## config.mk

```make
export PLATFORM = sky130hd
export DESIGN_NAME = ack_tracking_send_queue_core
export DESIGN_NICKNAME = d
export VERILOG_FILES = /design/src/rtl/atsq_pkg.sv /design/src/rtl/atsq_dp.sv /design/src/rtl/atsq_ctrl.sv /design/src/rtl/ack_tracking_send_queue_core.sv
export SDC_FILE = /design/constraint.sdc
export NUM_CORES = 1
export LEC_CHECK = 0
export ABC_AREA = 1
export BUFFER_PORTS_ARGS = -buffer_cell sky130_fd_sc_hd__buf_2
export CAP_MARGIN = 25
export CORE_MARGIN = 4
export CORE_UTILIZATION = 48
export DETAILED_ROUTE_END_ITERATION = 6
export HOLD_SLACK_MARGIN = 0.12
export MAX_ROUTING_LAYER = met4
export SETUP_SLACK_MARGIN = 0.2
export SLEW_MARGIN = 20
export SYNTH_ARGS = -nofsm -noshare
export SYNTH_HDL_FRONTEND = slang
export SYNTH_SLANG_ARGS = --single-unit
```

## constraint.sdc

```tcl
create_clock -name clk -period 7.1 [get_ports clk]
set_input_delay 0.355 -clock clk [delete_from_list [all_inputs] [get_ports clk]]
set_output_delay 0.355 -clock clk [all_outputs]
set_load 0.02 [all_outputs]
```

## src/rtl/atsq_pkg.sv

```systemverilog
// Shared constants, codes and controller/datapath interface types for the
// ack-tracking send queue. No dependencies.
`timescale 1ns / 1ps

package atsq_pkg;

    // Sizing
    localparam int QUEUE_DEPTH = 16;
    localparam int TAG_BITS    = 8;
    localparam int IDX_W       = $clog2(QUEUE_DEPTH);
    localparam int CNT_W       = $clog2(QUEUE_DEPTH + 1);

    // Fixed port widths
    localparam int MODE_W   = 3;
    localparam int TAG_W    = 8;
    localparam int STATUS_W = 3;
    localparam int SLOTS_W  = 6;
    localparam int WIN_W    = 6;

    // Request modes
    localparam logic [MODE_W-1:0] MODE_ENQ     = 3'd0;
    localparam logic [MODE_W-1:0] MODE_DEQ     = 3'd1;
    localparam logic [MODE_W-1:0] MODE_ACK     = 3'd2;
    localparam logic [MODE_W-1:0] MODE_TIMEOUT = 3'd3;
    localparam logic [MODE_W-1:0] MODE_FLUSH   = 3'd4;

    // Result status codes
    localparam logic [STATUS_W-1:0] ST_OK        = 3'd0;
    localparam logic [STATUS_W-1:0] ST_FULL      = 3'd1;
    localparam logic [STATUS_W-1:0] ST_EMPTY     = 3'd2;
    localparam logic [STATUS_W-1:0] ST_NOT_FOUND = 3'd3;
    localparam logic [STATUS_W-1:0] ST_NO_SEND   = 3'd4;

    localparam logic [WIN_W-1:0] WIN_RESET = 6'd8;

    // Datapath operations issued by the controller
    localparam int OP_W = 5;
    localparam logic [OP_W-1:0] OP_NONE        = 5'd0;
    localparam logic [OP_W-1:0] OP_LATCH       = 5'd1;
    localparam logic [OP_W-1:0] OP_ENQ         = 5'd2;
    localparam logic [OP_W-1:0] OP_RESULT      = 5'd3;
    localparam logic [OP_W-1:0] OP_RESEND      = 5'd4;
    localparam logic [OP_W-1:0] OP_CLR_RESEND  = 5'd5;
    localparam logic [OP_W-1:0] OP_SEND_HEAD   = 5'd6;
    localparam logic [OP_W-1:0] OP_SEND_TRACK  = 5'd7;
    localparam logic [OP_W-1:0] OP_SCAN_NEXT   = 5'd8;
    localparam logic [OP_W-1:0] OP_SEND_AT_PTR = 5'd9;
    localparam logic [OP_W-1:0] OP_PEND_RM     = 5'd10;
    localparam logic [OP_W-1:0] OP_TMO_PUSH    = 5'd11;
    localparam logic [OP_W-1:0] OP_OUT_RES     = 5'd12;
    localparam logic [OP_W-1:0] OP_OUT_PEND    = 5'd13;
    localparam logic [OP_W-1:0] OP_OUT_SEND    = 5'd14;
    localparam logic [OP_W-1:0] OP_PTR_CLR     = 5'd15;
    localparam logic [OP_W-1:0] OP_FLUSH_CLR   = 5'd16;

    typedef struct packed {
        logic                 ack;
        logic [TAG_BITS-1:0]  tag;
    } send_entry_t;

    typedef struct packed {
        logic [OP_W-1:0]     op;
        logic [STATUS_W-1:0] status;
        logic                last;
    } cmd_t;

    typedef struct packed {
        logic [MODE_W-1:0] mode;
        logic              send_full;
        logic              send_empty;
        logic              pend_full;
        logic              pend_empty;
        logic              resend;
        logic              head_ack;
        logic              over_window;
        logic              ptr_in_send;
        logic              ptr_in_pend;
        logic              send_ptr_ack;
        logic              pend_ptr_hit;
        logic              pend_last;
        logic              send_last;
        logic              out_free;
    } stat_t;

endpackage

```

## src/rtl/atsq_dp.sv

```systemverilog
// Datapath: send queue and pending list storage, counters, scan pointer,
// window register and result/output registers. Depends on atsq_pkg.
`timescale 1ns / 1ps

module atsq_dp import atsq_pkg::*;
(
    input  logic                clk,
    input  logic                rst_n,
    input  logic                cfg_we,
    input  logic [WIN_W-1:0]    cfg_wdata,
    input  logic [MODE_W-1:0]   mode,
    input  logic [TAG_W-1:0]    tag,
    input  logic                ackable,
    input  cmd_t                cmd,
    output stat_t               stat,
    input  logic                rsp_stall,
    output logic                rsp_valid,
    output logic [STATUS_W-1:0] status,
    output logic [TAG_W-1:0]    out_tag,
    output logic                out_valid,
    output logic                start_timer,
    output logic [SLOTS_W-1:0]  free_slots,
    output logic                last
);

    // Storage (contents beyond the counts are never used)
    send_entry_t         send_q_reg [QUEUE_DEPTH];
    send_entry_t         send_q_next[QUEUE_DEPTH];
    logic [TAG_BITS-1:0] pend_q_reg [QUEUE_DEPTH];
    logic [TAG_BITS-1:0] pend_q_next[QUEUE_DEPTH];

    // Control state
    logic [CNT_W-1:0] scount_reg, scount_next;
    logic [CNT_W-1:0] pcount_reg, pcount_next;
    logic [CNT_W-1:0] ptr_reg, ptr_next;
    logic             resend_reg, resend_next;
    logic [WIN_W-1:0] win_reg, win_next;
    logic             rsp_valid_reg, rsp_valid_next;

    // Latched request
    logic [MODE_W-1:0]   mode_reg, mode_next;
    logic [TAG_BITS-1:0] tag_reg, tag_next;
    logic                ack_reg, ack_next;

    // Pending result
    logic [STATUS_W-1:0] res_status_reg, res_status_next;
    logic [TAG_BITS-1:0] res_tag_reg, res_tag_next;
    logic                res_pkt_reg, res_pkt_next;
    logic                res_tm_reg, res_tm_next;

    // Output register
    logic [STATUS_W-1:0] o_status_reg, o_status_next;
    logic [TAG_BITS-1:0] o_tag_reg, o_tag_next;
    logic                o_pkt_reg, o_pkt_next;
    logic                o_tm_reg, o_tm_next;
    logic [SLOTS_W-1:0]  o_free_reg, o_free_next;
    logic                o_last_reg, o_last_next;

    send_entry_t         send_ptr;
    logic [TAG_BITS-1:0] pend_ptr;
    logic [CNT_W:0]      ptr_plus1;
    logic                out_free;

    assign send_ptr  = send_q_reg[ptr_reg[IDX_W-1:0]];
    assign pend_ptr  = pend_q_reg[ptr_reg[IDX_W-1:0]];
    assign ptr_plus1 = (CNT_W+1)'(ptr_reg) + (CNT_W+1)'(1);
    assign out_free  = !rsp_valid_reg || !rsp_stall;

    always_comb
    begin
        stat.mode         = mode_reg;
        stat.send_full    = (scount_reg == CNT_W'(QUEUE_DEPTH));
        stat.send_empty   = (scount_reg == '0);
        stat.pend_full    = (pcount_reg == CNT_W'(QUEUE_DEPTH));
        stat.pend_empty   = (pcount_reg == '0);
        stat.resend       = resend_reg;
        stat.head_ack     = send_q_reg[0].ack;
        stat.over_window  = (7'(pcount_reg) > 7'(win_reg));
        stat.ptr_in_send  = (ptr_reg < scount_reg);
        stat.ptr_in_pend  = (ptr_reg < pcount_reg);
        stat.send_ptr_ack = send_ptr.ack;
        stat.pend_ptr_hit = (pend_ptr == tag_reg);
        stat.pend_last    = (ptr_plus1 == (CNT_W+1)'(pcount_reg));
        stat.send_last    = (ptr_plus1 == (CNT_W+1)'(scount_reg));
        stat.out_free     = out_free;
    end

    always_comb
    begin
        send_q_next     = send_q_reg;
        pend_q_next     = pend_q_reg;
        scount_next     = scount_reg;
        pcount_next     = pcount_reg;
        ptr_next        = ptr_reg;
        resend_next     = resend_reg;
        win_next        = cfg_we ? cfg_wdata : win_reg;
        mode_next       = mode_reg;
        tag_next        = tag_reg;
        ack_next        = ack_reg;
        res_status_next = res_status_reg;
        res_tag_next    = res_tag_reg;
        res_pkt_next    = res_pkt_reg;
        res_tm_next     = res_tm_reg;
        o_status_next   = o_status_reg;
        o_tag_next      = o_tag_reg;
        o_pkt_next      = o_pkt_reg;
        o_tm_next       = o_tm_reg;
        o_free_next     = o_free_reg;
        o_last_next     = o_last_reg;
        rsp_valid_next  = rsp_valid_reg && rsp_stall;

        unique case (cmd.op)
            OP_LATCH:
            begin
                mode_next = mode;
                tag_next  = TAG_BITS'(tag);
                ack_next  = ackable;
                ptr_next  = '0;
            end
            OP_ENQ:
            begin
                send_q_next[scount_reg[IDX_W-1:0]] = '{ack: ack_reg, tag: tag_reg};
                scount_next     = scount_reg + CNT_W'(1);
                res_status_next = ST_OK;
                res_tag_next    = '0;
                res_pkt_next    = 1'b0;
                res_tm_next     = 1'b0;
            end
            OP_RESULT:
            begin
                res_status_next = cmd.status;
                res_tag_next    = '0;
                res_pkt_next    = 1'b0;
                res_tm_next     = 1'b0;
            end
            OP_RESEND:
            begin
                resend_next     = 1'b0;
                res_status_next = ST_OK;
                res_tag_next    = pend_q_reg[0];
                res_pkt_next    = 1'b1;
                res_tm_next     = 1'b0;
            end
            OP_CLR_RESEND:
            begin
                resend_next = 1'b0;
            end
            OP_SEND_HEAD:
            begin
                for (int k = 0; k < QUEUE_DEPTH - 1; k++)
                    send_q_next[k] = send_q_reg[k+1];
                scount_next     = scount_reg - CNT_W'(1);
                res_status_next = ST_OK;
                res_tag_next    = send_q_reg[0].tag;
                res_pkt_next    = 1'b1;
                res_tm_next     = 1'b0;
            end
            OP_SEND_TRACK:
            begin
                for (int k = 0; k < QUEUE_DEPTH - 1; k++)
                    send_q_next[k] = send_q_reg[k+1];
                pend_q_next[pcount_reg[IDX_W-1:0]] = send_q_reg[0].tag;
                scount_next     = scount_reg - CNT_W'(1);
                pcount_next     = pcount_reg + CNT_W'(1);
                res_status_next = ST_OK;
                res_tag_next    = send_q_reg[0].tag;
                res_pkt_next    = 1'b1;
                res_tm_next     = 1'b1;
            end
            OP_SCAN_NEXT:
            begin
                ptr_next = ptr_reg + CNT_W'(1);
            end
            OP_SEND_AT_PTR:
            begin
                for (int k = 0; k < QUEUE_DEPTH - 1; k++)
                    if (CNT_W'(k) >= ptr_reg)
                        send_q_next[k] = send_q_reg[k+1];
                scount_next     = scount_reg - CNT_W'(1);
                res_status_next = ST_OK;
                res_tag_next    = send_ptr.tag;
                res_pkt_next    = 1'b1;
                res_tm_next     = 1'b0;
            end
            OP_PEND_RM:
            begin
                for (int k = 0; k < QUEUE_DEPTH - 1; k++)
                    if (CNT_W'(k) >= ptr_reg)
                        pend_q_next[k] = pend_q_reg[k+1];
                pcount_next     = pcount_reg - CNT_W'(1);
                res_status_next = ST_OK;
                res_tag_next    = '0;
                res_pkt_next    = 1'b0;
                res_tm_next     = 1'b0;
            end
            OP_TMO_PUSH:
            begin
                for (int k = 1; k < QUEUE_DEPTH; k++)
                    pend_q_next[k] = pend_q_reg[k-1];
                pend_q_next[0]  = tag_reg;
                pcount_next     = pcount_reg + CNT_W'(1);
                resend_next     = 1'b1;
                res_status_next = ST_OK;
                res_tag_next    = '0;
                res_pkt_next    = 1'b0;
                res_tm_next     = 1'b0;
            end
            OP_OUT_RES:
            begin
                rsp_valid_next = 1'b1;
                o_status_next  = res_status_reg;
                o_tag_next     = res_tag_reg;
                o_pkt_next     = res_pkt_reg;
                o_tm_next      = res_tm_reg;
                o_free_next    = SLOTS_W'(CNT_W'(QUEUE_DEPTH) - scount_reg);
                o_last_next    = 1'b1;
            end
            OP_OUT_PEND:
            begin
                rsp_valid_next = 1'b1;
                o_status_next  = ST_OK;
                o_tag_next     = pend_ptr;
                o_pkt_next     = 1'b1;
                o_tm_next      = 1'b0;
                o_free_next    = SLOTS_W'(QUEUE_DEPTH);
                o_last_next    = cmd.last;
                ptr_next       = ptr_reg + CNT_W'(1);
            end
            OP_OUT_SEND:
            begin
                rsp_valid_next = 1'b1;
                o_status_next  = ST_OK;
                o_tag_next     = send_ptr.tag;
                o_pkt_next     = 1'b1;
                o_tm_next      = 1'b0;
                o_free_next    = SLOTS_W'(QUEUE_DEPTH);
                o_last_next    = cmd.last;
                ptr_next       = ptr_reg + CNT_W'(1);
            end
            OP_PTR_CLR:
            begin
                ptr_next = '0;
            end
            OP_FLUSH_CLR:
            begin
                scount_next     = '0;
                pcount_next     = '0;
                resend_next     = 1'b0;
                res_status_next = cmd.status;
                res_tag_next    = '0;
                res_pkt_next    = 1'b0;
                res_tm_next     = 1'b0;
            end
            default:
            begin
            end
        endcase
    end

    always_ff @(posedge clk or negedge rst_n)
    begin
        if (!rst_n)
        begin
            scount_reg    <= '0;
            pcount_reg    <= '0;
            ptr_reg       <= '0;
            resend_reg    <= 1'b0;
            win_reg       <= WIN_RESET;
            rsp_valid_reg <= 1'b0;
        end
        else
        begin
            scount_reg    <= scount_next;
            pcount_reg    <= pcount_next;
            ptr_reg       <= ptr_next;
            resend_reg    <= resend_next;
            win_reg       <= win_next;
            rsp_valid_reg <= rsp_valid_next;
        end
    end

    always_ff @(posedge clk)
    begin
        send_q_reg     <= send_q_next;
        pend_q_reg     <= pend_q_next;
        mode_reg       <= mode_next;
        tag_reg        <= tag_next;
        ack_reg        <= ack_next;
        res_status_reg <= res_status_next;
        res_tag_reg    <= res_tag_next;
        res_pkt_reg    <= res_pkt_next;
        res_tm_reg     <= res_tm_next;
        o_status_reg   <= o_status_next;
        o_tag_reg      <= o_tag_next;
        o_pkt_reg      <= o_pkt_next;
        o_tm_reg       <= o_tm_next;
        o_free_reg     <= o_free_next;
        o_last_reg     <= o_last_next;
    end

    assign rsp_valid   = rsp_valid_reg;
    assign status      = o_status_reg;
    assign out_tag     = TAG_W'(o_tag_reg);
    assign out_valid   = o_pkt_reg;
    assign start_timer = o_tm_reg;
    assign free_slots  = o_free_reg;
    assign last        = o_last_reg;

endmodule

```

## src/rtl/atsq_ctrl.sv

```systemverilog
// Controller state machine: decodes each item and sequences the datapath
// through scans, updates and result delivery. Depends on atsq_pkg.
`timescale 1ns / 1ps

module atsq_ctrl import atsq_pkg::*;
(
    input  logic  clk,
    input  logic  rst_n,
    input  logic  req_valid,
    output logic  req_stall,
    input  stat_t stat,
    output cmd_t  cmd
);

    localparam logic [3:0] S_IDLE     = 4'd0;
    localparam logic [3:0] S_DECODE   = 4'd1;
    localparam logic [3:0] S_DEQ      = 4'd2;
    localparam logic [3:0] S_DEQ_SCAN = 4'd3;
    localparam logic [3:0] S_ACK_SCAN = 4'd4;
    localparam logic [3:0] S_TMO_SCAN = 4'd5;
    localparam logic [3:0] S_FL_PEND  = 4'd6;
    localparam logic [3:0] S_FL_SEND  = 4'd7;
    localparam logic [3:0] S_FL_CLR   = 4'd8;
    localparam logic [3:0] S_RESP     = 4'd9;

    logic [3:0] state_reg, state_next;

    always_comb
    begin
        state_next = state_reg;
        req_stall  = 1'b1;
        cmd.op     = OP_NONE;
        cmd.status = ST_OK;
        cmd.last   = 1'b0;

        unique case (state_reg)
            S_IDLE:
            begin
                req_stall = 1'b0;
                if (req_valid)
                begin
                    cmd.op     = OP_LATCH;
                    state_next = S_DECODE;
                end
            end
            S_DECODE:
            begin
                unique case (stat.mode)
                    MODE_ENQ:
                    begin
                        if (stat.send_full)
                        begin
                            cmd.op     = OP_RESULT;
                            cmd.status = ST_FULL;
                        end
                        else
                            cmd.op = OP_ENQ;
                        state_next = S_RESP;
                    end
                    MODE_DEQ:
                    begin
                        // resend with an empty pending list drops the flag and dequeues
                        if (stat.resend && !stat.pend_empty)
                        begin
                            cmd.op     = OP_RESEND;
                            state_next = S_RESP;
                        end
                        else
                        begin
                            cmd.op     = OP_CLR_RESEND;
                            state_next = S_DEQ;
                        end
                    end
                    MODE_ACK:     state_next = S_ACK_SCAN;
                    MODE_TIMEOUT: state_next = S_TMO_SCAN;
                    MODE_FLUSH:   state_next = S_FL_PEND;
                    default:
                    begin
                        cmd.op     = OP_RESULT;
                        cmd.status = ST_OK;
                        state_next = S_RESP;
                    end
                endcase
            end
            S_DEQ:
            begin
                priority if (stat.send_empty)
                begin
                    cmd.op     = OP_RESULT;
                    cmd.status = ST_EMPTY;
                    state_next = S_RESP;
                end
                else if (!stat.head_ack)
                begin
                    cmd.op     = OP_SEND_HEAD;
                    state_next = S_RESP;
                end
                else if (stat.over_window || stat.pend_full)
                    state_next = S_DEQ_SCAN;
                else
                begin
                    cmd.op     = OP_SEND_TRACK;
                    state_next = S_RESP;
                end
            end
            S_DEQ_SCAN:
            begin
                priority if (!stat.ptr_in_send)
                begin
                    cmd.op     = OP_RESULT;
                    cmd.status = ST_NO_SEND;
                    state_next = S_RESP;
                end
                else if (!stat.send_ptr_ack)
                begin
                    cmd.op     = OP_SEND_AT_PTR;
                    state_next = S_RESP;
                end
                else
                    cmd.op = OP_SCAN_NEXT;
            end
            S_ACK_SCAN:
            begin
                priority if (!stat.ptr_in_pend)
                begin
                    cmd.op     = OP_RESULT;
                    cmd.status = ST_NOT_FOUND;
                    state_next = S_RESP;
                end
                else if (stat.pend_ptr_hit)
                begin
                    cmd.op     = OP_PEND_RM;
                    state_next = S_RESP;
                end
                else
                    cmd.op = OP_SCAN_NEXT;
            end
            S_TMO_SCAN:
            begin
                // drop every copy of the tag, then push it at the head unless the list is full
                priority if (!stat.ptr_in_pend)
                begin
                    if (stat.pend_full)
                    begin
                        cmd.op     = OP_RESULT;
                        cmd.status = ST_FULL;
                    end
                    else
                        cmd.op = OP_TMO_PUSH;
                    state_next = S_RESP;
                end
                else if (stat.pend_ptr_hit)
                    cmd.op = OP_PEND_RM;
                else
                    cmd.op = OP_SCAN_NEXT;
            end
            S_FL_PEND:
            begin
                priority if (!stat.ptr_in_pend)
                begin
                    cmd.op     = OP_PTR_CLR;
                    state_next = S_FL_SEND;
                end
                else if (stat.out_free)
                begin
                    cmd.op   = OP_OUT_PEND;
                    cmd.last = stat.pend_last && stat.send_empty;
                    if (cmd.last)
                        state_next = S_FL_CLR;
                end
                else
                    state_next = S_FL_PEND;
            end
            S_FL_SEND:
            begin
                priority if (!stat.ptr_in_send)
                begin
                    // both queues were empty: one empty result
                    cmd.op     = OP_FLUSH_CLR;
                    cmd.status = ST_EMPTY;
                    state_next = S_RESP;
                end
                else if (stat.out_free)
                begin
                    cmd.op   = OP_OUT_SEND;
                    cmd.last = stat.send_last;
                    if (cmd.last)
                        state_next = S_FL_CLR;
                end
                else
                    state_next = S_FL_SEND;
            end
            S_FL_CLR:
            begin
                cmd.op     = OP_FLUSH_CLR;
                state_next = S_IDLE;
            end
            S_RESP:
            begin
                if (stat.out_free)
                begin
                    cmd.op     = OP_OUT_RES;
                    state_next = S_IDLE;
                end
            end
            default:
            begin
                state_next = S_IDLE;
            end
        endcase
    end

    always_ff @(posedge clk or negedge rst_n)
    begin
        if (!rst_n)
            state_reg <= S_IDLE;
        else
            state_reg <= state_next;
    end

endmodule

```

## src/rtl/ack_tracking_send_queue_core.sv

```systemverilog
// Top level of the ack-tracking send queue: controller plus datapath.
// Depends on atsq_pkg, atsq_ctrl and atsq_dp.
`timescale 1ns / 1ps
//
//  channel | handshake              | payload
//  --------+------------------------+--------------------------------------------
//  request | req_valid / req_stall  | mode, tag, ackable
//  result  | rsp_valid / rsp_stall  | status, out_tag, out_valid, start_timer,
//          |                        | free_slots, last
//  config  | cfg_we (no wait)       | cfg_wdata = ack window limit
//
//  One item is worked on at a time; the controller walks it through the
//  datapath. Enqueue, resend and unused modes go from decode straight to the
//  result state; a plain or tracked dequeue passes the dequeue state first.
//  Ack and timeout visit pending entries one a cycle (a dropped copy costs
//  its cycle like any other entry) plus one closing check. A held-back
//  dequeue scans the send queue the same way. Flush loads one result a cycle
//  while the result channel is not stalled, pending entries then queued
//  entries, with a pointer clear between the two; with both empty it loads a
//  single empty result. Reset clears the counts, the resend flag and the
//  result valid, and loads the window limit with 8; the entry arrays need no
//  clearing. A stalled result holds in the output register and holds the
//  controller with it; the next item is accepted only after the last result
//  is loaded and the controller is back in idle.

module ack_tracking_send_queue_core import atsq_pkg::*;
(
    input  logic                clk,
    input  logic                rst_n,
    // configuration
    input  logic                cfg_we,
    input  logic [WIN_W-1:0]    cfg_wdata,
    // request channel
    input  logic                req_valid,
    output logic                req_stall,
    input  logic [MODE_W-1:0]   mode,
    input  logic [TAG_W-1:0]    tag,
    input  logic                ackable,
    // result channel
    output logic                rsp_valid,
    input  logic                rsp_stall,
    output logic [STATUS_W-1:0] status,
    output logic [TAG_W-1:0]    out_tag,
    output logic                out_valid,
    output logic                start_timer,
    output logic [SLOTS_W-1:0]  free_slots,
    output logic                last
);

    cmd_t  cmd;
    stat_t stat;

    // Sequence each item: decode, scan, update, deliver
    atsq_ctrl u_ctrl
    (
        .clk       (clk),
        .rst_n     (rst_n),
        .req_valid (req_valid),
        .req_stall (req_stall),
        .stat      (stat),
        .cmd       (cmd)
    );

    // Hold both queues, the counters and the output register
    atsq_dp u_dp
    (
        .clk         (clk),
        .rst_n       (rst_n),
        .cfg_we      (cfg_we),
        .cfg_wdata   (cfg_wdata),
        .mode        (mode),
        .tag         (tag),
        .ackable     (ackable),
        .cmd         (cmd),
        .stat        (stat),
        .rsp_stall   (rsp_stall),
        .rsp_valid   (rsp_valid),
        .status      (status),
        .out_tag     (out_tag),
        .out_valid   (out_valid),
        .start_timer (start_timer),
        .free_slots  (free_slots),
        .last        (last)
    );

endmodule

```

==> impl_metrics.env <==
export IMPL_p_int_w=0.00475
export IMPL_maxSlewHeadroom=0.238
export IMPL_first_pass_iters=6
export IMPL_final_setup_tns_ns=0
export IMPL_via_count=18697
export IMPL_fp_dieArea_um2=46100
export IMPL_cp_max_fo=94
export IMPL_switchingPower_w=0.00361
export IMPL_rows=75
export IMPL_hold_class="input port to register"
export IMPL_seq_power_share=0.371
export IMPL_synth_common_cells="nand2_1, nand3_1, edfxtp_1, inv_1, nor2_1"
export IMPL_wirelength_mm=73.5
export IMPL_ys_warn_count=0
export IMPL_numClockSinks=344
export IMPL_rsz0062_at_grt="no"
export IMPL_gr_total_overflow=0
export IMPL_r2r_start="u_dp.ptr_reg[2]"
export IMPL_arrival_ns=5.74
export IMPL_num_fill_cells=3951
export IMPL_slowest_delay_ns=0.81
export IMPL_hold_depth=3
export IMPL_drc=0
export IMPL_cpMostUsedCell="nand2_1"
export IMPL_cap_violations=0
export IMPL_drtAntennaViolNets=0
export IMPL_multi_input_area_um2=8360
export IMPL_comb_power_share=0.386
export IMPL_io_pins=45
export IMPL_layout_drive_gt1_share=0.0742
export IMPL_core_area_um2=42000
export IMPL_status="finished clean"
export IMPL_place_congestion=0.992
export IMPL_netlist_area_um2=20500
export IMPL_startpoint_type="register"
export IMPL_timing_rr_end="u_dp.send_q_reg[42]"
export IMPL_swShare=0.432
export IMPL_place_area_um2=20900
export IMPL_largest_reg_flops=143
export IMPL_syn_nets=2519
export IMPL_yosys_area_top_type="edfxtp_1"
export IMPL_ys_flop_type="edfxtp_1"
export IMPL_reg2reg_depth=19
export IMPL_grt_pass1_vias=17815
export IMPL_via_per_inst=6.17
export IMPL_die_x_um=215
export IMPL_cts_max_path_buffers=3
export IMPL_grt_antenna_before_repair=0
export IMPL_end_kind="register"
export IMPL_grt_usage=0.320
export IMPL_place_port_buffers=44
export IMPL_rrSetupSlack_ns=1.69
export IMPL_cts_resized=0
export IMPL_timing_final_crit_share=0.761
export IMPL_p_leak_nw=8.98
export IMPL_path_clk_slew_ns=0.06
export IMPL_synth_top_area_share=0.465
export IMPL_wire_per_inst_um=24.2
export IMPL_clk_latency_ns=0.59
export IMPL_netlist_top_cells_area="edfxtp_1, nand2_1, nand3_1, inv_1, o211ai_1"
export IMPL_min_delay_start="rsp_stall"
export IMPL_slew_violations=0
export IMPL_netlist_instances=2464
export IMPL_die_h_um=215
export IMPL_fin_skew_ns=0.0194
export IMPL_cts_buffers=42
export IMPL_min_period_ns=5.41
export IMPL_area_growth_pct=9.65
export IMPL_worst_slew_pin_slew_ns=1.14
export IMPL_startpoint="u_dp.ptr_reg[2]"
export IMPL_power_frac_clock=0.243
export IMPL_clock_tree_htree_level_count=2
export IMPL_hpwl_mm=49.9
export IMPL_fmax_mhz=185
export IMPL_cts_root_buf="clkbuf_16"
export IMPL_grt_max_degree=129
export IMPL_avgSynthCellArea_um2=8.32
export IMPL_drt_iter0_markers=2321
export IMPL_whs_ns=0.153
export IMPL_synth_cell_types=53
export IMPL_worstPathCellList="nand2_4 > inv_2 > nand3_1 > nand2_1 > inv_1 > nand3_1 > nand2_1 > nand2_1 > nand2_1 > clkinv_1 > nand2_1 > nor2_2 > nand3_2 > nand4_4 > nand2_4 > inv_4 > buf_4 > a22oi_1 > buf_4"
export IMPL_start_util=0.487
export IMPL_required_ns=7.43
export IMPL_cts_tree="done"
export IMPL_hold_viol_final=0
export IMPL_powerDensity_nw_per_um2=372
export IMPL_hold_end="u_dp.rsp_valid"
export IMPL_synth_most_common_cell="nand2_1"
export IMPL_ys_ff_latch=344
export IMPL_ir_drop_uv=261
export IMPL_synth_edf_count=317
export IMPL_final_area_um2=22500
export IMPL_ys_async_sr_fraction=0.0785
export IMPL_critPathKind="register to register"
export IMPL_grt_pass1_wl_mm=111
export IMPL_fin_nets=2520
export IMPL_setup_viol=0
export IMPL_synth_yosys_seq_area_share=0.498
export IMPL_seq_area_um2=10200
export IMPL_diodes=0
export IMPL_power_total_w=0.00836
export IMPL_slowest_stage="buf_4"
[stage by stage]
step                std cells  utilization  setup slack (ns)
CTS                      3029        0.533              1.85
global route             3032        0.534              1.34
global placement         2926        0.496              2.00
floorplan                2464            -              3.05
finish                   3032        0.534              1.69
detailed placement       2928        0.497              1.88
[kinds of logic (layout without fill, tap and decap cells)]
group | Yosys count | count (layout) | share of synthesized area
simple gates | 1167 | 1167 | 0.244
buf+inv | 456 | 485 | 0.0951
mux | 1 | 1 | 0.000550
fa+ha+maj | 32 | 32 | 0.0203
flops | 344 | 344 | 0.498
compound gates | 454 | 454 | 0.138
xor+xnor | 10 | 10 | 0.00427
[area by class of cell]
cell class,count,area share
flip-flops and latches,344,0.454
repair buffers,117,0.0385
well taps,539,0.0300
inverters,296,0.0499
clock inverters,20,0.00562
multi-input cells,1664,0.372
clock buffers,52,0.0498
[metal layers]
layer | wire, um | GRT usage
met5 | 0 | -
met4 | 3300 | 0.130
met3 | 6850 | 0.0473
met2 | 33900 | 0.502
met1 | 29400 | 0.421
[critical path: cells and delay by family, from the launching register on]
| family | cells | cell delay, ns |
|---|---|---|
| buffers and inverters | 6 | 2.09 |
| AND/OR/NAND/NOR | 12 | 2.07 |
| flip-flops | 1 | 0.75 |
| AO/OA/AOI/OAI | 1 | 0.15 |
[layout by cell type (no fill, tap or decap), drive strengths merged, types with 2 or more instances in the layout]
| master | instances |
|---|---|
| dlygate4sd3 | 29 |
| dfrtp | 26 |
| o31ai | 4 |
| nand2 | 622 |
| fa | 2 |
| a32oi | 4 |
| xor2 | 9 |
| nor3 | 15 |
| a21oi | 33 |
| clkinv | 21 |
| o21ai | 209 |
| a211oi | 5 |
| nand3 | 328 |
| a22oi | 9 |
| ha | 30 |
| clkbuf | 52 |
| inv | 292 |
| nand3b | 6 |
| clkinvlp | 3 |
| o221ai | 14 |
| o22ai | 12 |
| a31oi | 10 |
| nor4 | 2 |
| nand4 | 9 |
| o211ai | 126 |
| nor2 | 183 |
| or2 | 2 |
| a221oi | 20 |
| edfxtp | 317 |
| buf | 88 |
[power groups by stage]
stage	Clock [W]	Sequential, W	Combinational [W]
finish	0.00203	0.00310	0.00323
global route	0.00213	0.00312	0.00350
CTS	0.00205	0.00310	0.00315
detailed placement	0	0.00313	0.00313
global placement	0	0.00314	0.00310
floorplan	0	0.00294	0.00223
[worst max-delay path by stage]
stage                     endpoint  slack (ns)
6_report       u_dp.send_q_reg[42]        1.69
3_3_place_gp   u_dp.send_q_reg[38]        2.00
5_1_grt        u_dp.send_q_reg[61]        1.34
2_1_floorplan   u_dp.scount_reg[4]        3.05
3_5_place_dp   u_dp.send_q_reg[56]        1.88
4_1_cts        u_dp.send_q_reg[61]        1.85
[timing repair]
action | in CTS | in global routing
endpoints found under the hold margin | 44 | 0
hold buffers | 29 | 0
setup buffers | 0 | 0
(Power assumes the default switching activity.)
